## src/hdl/chash_pkg.sv

```systemverilog
// package for the chained hash table: sizes, field types and request codes
// shared by the node store and the top level; depends on nothing else
package chash_pkg;

    localparam int TABLE_SIZE = 64;                    // a power of two
    localparam int IDX_W      = $clog2(TABLE_SIZE);
    localparam int CNT_W      = $clog2(TABLE_SIZE + 1);
    localparam int KEY_W      = 31;

    typedef logic [IDX_W-1:0] t_idx;
    typedef logic [KEY_W-1:0] t_key;
    typedef logic [CNT_W-1:0] t_cnt;

    // request kinds carried on the input tuser
    localparam logic REQ_INSERT = 1'b0;
    localparam logic REQ_SEARCH = 1'b1;

    // one pool node: key and link to the next older node of its bucket
    typedef struct packed {
        t_key key;
        t_idx nxt;
        logic nxt_vld;
    } t_node;

    // access request to the node store
    typedef struct packed {
        logic  wr_en;
        t_idx  wr_addr;
        t_node wr_data;
        logic  rd_en;
        t_idx  rd_addr;
    } t_node_req;

endpackage

```

## src/hdl/chained_hash_table.sv

```systemverilog
// chained hash set with a fixed node pool, top level
// uses chash_pkg and the node store chash_nodes
//
// usage:
//   input channel: i_s_tdata carries the key, i_s_tuser the request kind
//   (insert or search). one result item per request on the output channel.
//   an insert takes the next free pool node and prepends it to the chain of
//   bucket key mod TABLE_SIZE; it is dropped once TABLE_SIZE keys are stored.
//   a search walks the bucket chain, one node per node-memory read.
//   sequence: an insert goes from accept through S_HEAD to S_OUT, which loads
//   the result register, and then back to S_IDLE for the next item. a search
//   also passes S_WALK once per chain node visited before S_OUT, and S_OUT
//   waits while the output register is still held; the single read port of
//   the node memory paces the walk. one item is worked on at a time;
//   o_s_tready is high whenever no item is in progress.
//   reset clears all bucket valid bits and the key count at once, so there
//   is no clearing pass; the node memory itself is never cleared.
//   a stalled receiver holds the result in the output register; one more
//   item can be processed meanwhile and waits until the register frees.
module chained_hash_table
    import chash_pkg::*;
(
    input  logic        i_clk,
    input  logic        i_rst_n,
    input  logic        i_s_tvalid,
    output logic        o_s_tready,
    input  logic [31:0] i_s_tdata,   // [30:0] key, [31] zero
    input  logic        i_s_tuser,   // [0] req_type
    output logic        o_m_tvalid,
    input  logic        i_m_tready,
    output logic [39:0] o_m_tdata,   // [30:0] match_key, [37:31] entry_total, [39:38] zero
    output logic [1:0]  o_m_tuser    // [0] found, [1] inserted
);

    typedef enum logic [1:0] {
        S_IDLE,
        S_HEAD,
        S_WALK,
        S_OUT
    } t_state;

    t_state          r_state;
    logic            r_req;
    t_key            r_key;
    t_idx            r_bucket;
    t_cnt            r_count;
    logic [TABLE_SIZE-1:0] r_head_vld;
    t_idx            r_head_mem [TABLE_SIZE];
    t_idx            r_head_rd;
    logic            r_hvld;
    logic            r_found;
    logic            r_ins;
    t_key            r_match;
    logic            r_out_valid;
    logic [39:0]     r_out_tdata;
    logic [1:0]      r_out_tuser;

    logic            in_acc;
    t_key            in_key;
    t_idx            in_bucket;
    logic            head_we;
    logic            has_room;
    logic            out_free;
    t_node_req       node_req;
    t_node           node_rd;

    assign in_key    = i_s_tdata[KEY_W-1:0];
    assign in_bucket = in_key[IDX_W-1:0];
    assign in_acc    = i_s_tvalid && o_s_tready;
    assign has_room  = r_count < CNT_W'(TABLE_SIZE);
    assign head_we   = (r_state == S_HEAD) && (r_req == REQ_INSERT) && has_room;
    assign out_free  = !r_out_valid || i_m_tready;

    // node store accesses: write on insert, read at head or along the chain
    always_comb begin
        node_req                 = '0;
        node_req.wr_en           = head_we;
        node_req.wr_addr         = r_count[IDX_W-1:0];
        node_req.wr_data.key     = r_key;
        node_req.wr_data.nxt     = r_head_rd;
        node_req.wr_data.nxt_vld = r_hvld;
        if (r_state == S_HEAD) begin
            node_req.rd_en   = (r_req == REQ_SEARCH) && r_hvld;
            node_req.rd_addr = r_head_rd;
        end else if (r_state == S_WALK) begin
            node_req.rd_en   = (node_rd.key != r_key) && node_rd.nxt_vld;
            node_req.rd_addr = node_rd.nxt;
        end
    end

    chash_nodes u_nodes (
        .i_clk     (i_clk),
        .i_req     (node_req),
        .o_rd_data (node_rd)
    );

    // bucket head memory with registered read
    always_ff @(posedge i_clk) begin
        if (head_we) begin
            r_head_mem[r_bucket] <= r_count[IDX_W-1:0];
        end
        if (in_acc) begin
            r_head_rd <= r_head_mem[in_bucket];
        end
    end

    // request sequencer and output register
    always_ff @(posedge i_clk) begin
        if (!i_rst_n) begin
            r_state     <= S_IDLE;
            r_count     <= '0;
            r_head_vld  <= '0;
            r_out_valid <= 1'b0;
        end else begin
            if (r_out_valid && i_m_tready && (r_state != S_OUT)) begin
                r_out_valid <= 1'b0;
            end
            unique case (r_state)
                S_IDLE: begin
                    if (in_acc) begin
                        r_req    <= i_s_tuser;
                        r_key    <= in_key;
                        r_bucket <= in_bucket;
                        r_hvld   <= r_head_vld[in_bucket];
                        r_state  <= S_HEAD;
                    end
                end
                S_HEAD: begin
                    r_found <= 1'b0;
                    r_match <= '0;
                    r_ins   <= 1'b0;
                    if (r_req == REQ_INSERT) begin
                        if (has_room) begin
                            r_head_vld[r_bucket] <= 1'b1;
                            r_count              <= r_count + 1'b1;
                            r_ins                <= 1'b1;
                        end
                        r_state <= S_OUT;
                    end else if (r_hvld) begin
                        r_state <= S_WALK;
                    end else begin
                        r_state <= S_OUT;
                    end
                end
                S_WALK: begin
                    // links point to older nodes, so the walk ends
                    if (node_rd.key == r_key) begin
                        r_found <= 1'b1;
                        r_match <= r_key;
                        r_state <= S_OUT;
                    end else if (!node_rd.nxt_vld) begin
                        r_state <= S_OUT;
                    end
                end
                S_OUT: begin
                    if (out_free) begin
                        r_out_valid <= 1'b1;
                        r_out_tdata <= {2'b00, r_count, r_match};
                        r_out_tuser <= {r_ins, r_found};
                        r_state     <= S_IDLE;
                    end
                end
                default: r_state <= S_IDLE;
            endcase
        end
    end

    assign o_s_tready = (r_state == S_IDLE);
    assign o_m_tvalid = r_out_valid;
    assign o_m_tdata  = r_out_tdata;
    assign o_m_tuser  = r_out_tuser;

    // key count never passes the pool size
    a_count_bound: assert property (@(posedge i_clk) disable iff (!i_rst_n)
        r_count <= CNT_W'(TABLE_SIZE))
        else $error("key count above pool size");

    // key count never falls outside reset
    a_count_mono: assert property (@(posedge i_clk) disable iff (!i_rst_n)
        !$fell(i_rst_n) |=> r_count >= $past(r_count))
        else $error("key count decreased");

    // a result is never both a hit and an insertion
    a_flags_excl: assert property (@(posedge i_clk) disable iff (!i_rst_n)
        o_m_tvalid |-> !(o_m_tuser[0] && o_m_tuser[1]))
        else $error("found and inserted both set");

    // a miss reports a zero match key
    a_miss_zero: assert property (@(posedge i_clk) disable iff (!i_rst_n)
        (o_m_tvalid && !o_m_tuser[0]) |-> (o_m_tdata[KEY_W-1:0] == '0))
        else $error("match key nonzero on a miss");

    // an accepted item always goes to the head lookup next
    a_acc_head: assert property (@(posedge i_clk) disable iff (!i_rst_n)
        in_acc |=> (r_state == S_HEAD))
        else $error("accepted item skipped head lookup");

endmodule

```

## src/hdl/chash_nodes.sv

```systemverilog
// node pool memory of the chained hash table: one write and one read port,
// read data registered; depends on chash_pkg
module chash_nodes
    import chash_pkg::*;
(
    input  logic      i_clk,
    input  t_node_req i_req,
    output t_node     o_rd_data
);

    t_node r_mem [TABLE_SIZE];
    t_node r_rd_data;

    // write port and registered read port
    always_ff @(posedge i_clk) begin
        if (i_req.wr_en) begin
            r_mem[i_req.wr_addr] <= i_req.wr_data;
        end
        if (i_req.rd_en) begin
            r_rd_data <= r_mem[i_req.rd_addr];
        end
    end

    assign o_rd_data = r_rd_data;

endmodule
```

## config.mk

```make
export PLATFORM = sky130hd
export DESIGN_NAME = chained_hash_table
export DESIGN_NICKNAME = d
export VERILOG_FILES = /design/src/hdl/chash_pkg.sv /design/src/hdl/chained_hash_table.sv /design/src/hdl/chash_nodes.sv
export SDC_FILE = /design/constraint.sdc
export NUM_CORES = 2
export LEC_CHECK = 0
export ABC_AREA = 1
export BUFFER_PORTS_ARGS = -buffer_cell sky130_fd_sc_hd__clkbuf_2
export CAP_MARGIN = 20
export CORE_AREA = 3 3 605 487
export CTS_CLUSTER_DIAMETER = 50
export DETAILED_ROUTE_END_ITERATION = 6
export DIE_AREA = 0 0 608 490
export SYNTH_ARGS = -nofsm -noshare
export SYNTH_HDL_FRONTEND = slang
export SYNTH_HIERARCHICAL = 1
export SYNTH_SLANG_ARGS = --single-unit
```

## constraint.sdc

```tcl
create_clock -name i_clk -period 5.8 [get_ports i_clk]
set_input_delay 0.58 -clock i_clk [delete_from_list [all_inputs] [get_ports i_clk]]
set_output_delay 0.58 -clock i_clk [all_outputs]
set_load 0.005 [all_outputs]
```

==> metrics.md <==
| Metric | Value |
|---|---|
| Core Area | 290000 um^2 |
| Post-synthesis area per instance | 12.1 um^2 |
| First-pass GRT wire length | 513 mm |
| TritonCTS buffer count | 311 |
| Synth cell types | 37 |
| Synth warnings | 6 |
| Ranking of synthesized cells by area | edfxtp_1, nand3_1, nand2_1 |
| I/O Pins | 81 |
| Sequential-to-total area share from yosys stat | 0.747 |
| Number of failing hold endpoints at the final stage | 0 |
| Cell taking the most area after synthesis | edfxtp_1 |
| DR iter-0 viols | 10.7k |
| Avg WL per Cell | 25.4 um |
| Largest net degree at the start of global routing | 149 |
| Post-route setup slack | 1.34 ns |
| Hold_ws | 0.119 ns |
| DRT Wirelength | 360 mm |
| Switching share of power | 0.351 |
| Post-Synthesis Cells | 10.0k |
| Slew HR | 0.261 |
| Ratio of cells with drive above 1 in the final layout | 0.0845 |
| F_max | 224 MHz |
| Layout area overhead | 12.9% |
| Pre-CTS setup slack | 1.59 ns |
| Clk buf depth | 4 |
| GR Overflow Total | 0 |
| DRT Pass-1 Iters | 6 |
| H-tree levels | 5 |
| Power share of the clock group | 0.310 |
| Setup Fix Bufs, Post-CTS | 0 |
| Setup Skew | 0.0358 ns |
| Net switching power | 22.3 mW |
| DIE HEIGHT | 490 um |
| Status | finished clean |
| Crit end category | flop |
| Actual slew at the worst max-slew pin | 1.11 ns |
| Seq pwr share | 0.399 |
| Synthesized cell area | 121000 um^2 |
| Initial antenna violation count | 19 |
| Slew Viols, Final | 0 |
| Placed Area | 127000 um^2 |
| Post-route cell area | 137000 um^2 |
| Tmin final | 4.46 ns |
| FF+latch count, synth | 3040 |
| Commonest non-fill, non-tap cells in the layout | nand2_1, edfxtp_1, nand3_1 |
| CP max FO | 105 |
| Final setup viols | 0 |
| Layout net count | 10.1k |
| # port buffers | 77 |
| Vias in the first global route | 74.6k |
| Leak pwr | 47.4 nW |
| Combinational power share | 0.291 |
| Initial core utilization | 0.418 |
| GP Congestion | 0.838 |
| Tot GR Track Use | 0.233 |
| Antenna-violating nets left | 0 |
| TritonCTS clock tree | yes |
| # fillers | 25.3k |
| Crit Path Class | flop to flop |
| Top cell type's share of synthesized area | 0.735 |
| Final cycle utilization of the critical path | 0.770 |
| Clk sinks | 3040 |
| Routed vias/inst | 5.71 |
| Commonest non-fill, non-tap cell in the layout | nand2_1 |
| PwrDens | 464 nW/um^2 |
| Reg clk slew, reported paths | 0.06 ns |
| Via count | 80.8k |
| Root buf cell | clkbuf_16 |
| Max-cap violations | 0 |
| CP Data Required Time | 6.50 ns |
| Endpoint arrival time on the critical path | 5.17 ns |
| Final setup TNS | 0 ns |
| DP Wirelength | 186 mm |
| Critical path startpoint category | flop |
| # DRC | 0 |
| Num rows | 177 |
| Hold crit path type | primary input to flop |
| P_int | 41.2 mW |
| Peak supply drop | 299 uV |
| Die Wd | 608 um |
| Die area | 298000 um^2 |
| Worst skew pair latency | 0.87 ns |
| RSZ-0062 raised after global routing | false |
-- Yosys cell counts --
| master | n |
|---|---|
| xnor2_1 | 20 |
| nor2_2 | 8 |
| inv_1 | 89 |
| xor2_1 | 4 |
| o211ai_1 | 1 |
| inv_2 | 8 |
| nand2_1 | 3011 |
| buf_1 | 74 |
| clkbuf_1 | 248 |
| nand3b_1 | 1 |
| nand3_2 | 2 |
| buf_8 | 1 |
| o21a_1 | 1 |
| buf_4 | 28 |
| nand3_1 | 2319 |
| nand4_1 | 10 |
| nor4_1 | 8 |
| buf_2 | 267 |
| or2_4 | 1 |
| nor2_1 | 478 |
| clkinv_1 | 1 |
| dfxtp_1 | 74 |
| clkinv_4 | 1 |
| edfxtp_1 | 2966 |
| nand4_4 | 3 |
| nand2_4 | 2 |
| o21ai_1 | 27 |
| a21oi_1 | 17 |
| nor3_1 | 10 |
| nor2_4 | 2 |
| buf_6 | 14 |
| ha_1 | 6 |
| clkbuf_2 | 13 |
| conb_1 | 1 |
| o22ai_1 | 104 |
| o21ai_0 | 199 |
| and3_1 | 1 |
-- final cells by class --
| type | count | area (um^2) | area share |
|---|---|---|---|
| flip-flops and latches | 3040 | 90600 | 0.662 |
| inverters | 99 | 413 | 0.00302 |
| clock buffers | 400 | 8460 | 0.0618 |
| diodes | 10 | 25.0 | 0.000183 |
| well taps | 3848 | 4810 | 0.0352 |
| multi-input cells | 6237 | 27800 | 0.203 |
| repair buffers | 366 | 3370 | 0.0246 |
| clock inverters | 154 | 1400 | 0.0102 |
-- timing repair --
action	4_1_cts	5_1_grt
hold buffers	27	0
hold endpoints to repair	27	0
resized for setup	0	0
-- power by group through the flow --
stage               registers (mW)  logic (mW)  clock network, mW
CTS                           25.3        18.1               19.9
detailed placement            25.8        18.1                  0
finish                        25.3        18.5               19.6
global placement              25.7        17.8                  0
global route                  25.3        19.9               20.8
floorplan                     26.0        10.9                  0
-- state kept, by name (all words and copies together), names as in the netlist --
register,count
u_nodes/r_mem,2432
r_head_mem,384
r_head_vld,64
o_m_tdata,38
u_nodes/o_rd_data,38
r_key,31
r_match,31
r_count,7
r_head_rd,6
o_m_tuser,2
r_state,2
o_m_tvalid,1
r_found,1
r_hvld,1
r_ins,1
r_req,1
-- critical path, cell delays in order, from the launching register on --
cell and delay (ns):
dfxtp_1 0.38, inv_1 0.11, ha_1 0.27, buf_4 0.18, inv_1 0.30, nand3_1 0.19
nand2_4 0.42, buf_12 0.44, buf_4 0.47, nand2_1 0.11, nand3_1 0.11, nand3_1 0.08
nand3_1 0.10, nand3_1 0.57, nand2_1 0.26, nand2_1 0.07, nand2_1 0.10
-- per-stage QoR --
stage                util  total power [mW]  instances
global route        0.472              66.0      14100
detailed placement  0.437              43.8      13600
global placement    0.437              43.6      13600
finish              0.472              63.4      14200
CTS                 0.472              63.3      14100
floorplan               -              36.9      10000
-- kinds of logic after synthesis --
logic type,share of synthesized area
xor+xnor,0.00173
other cells,0.0000310
simple gates,0.207
compound gates,0.0155
fa+ha+maj,0.000620
flops,0.747
buf+inv,0.0278
-- per-layer routing --
metal  track usage  vias to the layer above  wire length [um]
met5             0                        -                21
met4        0.0650                        4              9710
met3        0.0617                      584             43500
met2         0.341                     4188            155000
met1         0.343                    40400            152000
li1              -                    35700                 -
-- worst paths after layout --
| path | cells past startpoint | to | start | slack (ns) |
|---|---|---|---|---|
| setup / recovery | 16 | u_nodes/o_rd_data[37]$_DFFE_PP_ | r_state[1]$_SDFFE_PN0P_ | 1.34 |
| hold / removal | 1 | r_key[5]$_DFFE_PP_ | i_s_tdata[5] | 0.12 |
| setup reg to reg | 16 | u_nodes/o_rd_data[37]$_DFFE_PP_ | r_state[1]$_SDFFE_PN0P_ | 1.34 |
| hold reg to reg | 0 | o_m_tdata[14]$_DFFE_PP_ | r_match[14]$_SDFFCE_PP0P_ | 0.42 |
(Power assumes the default switching activity.)
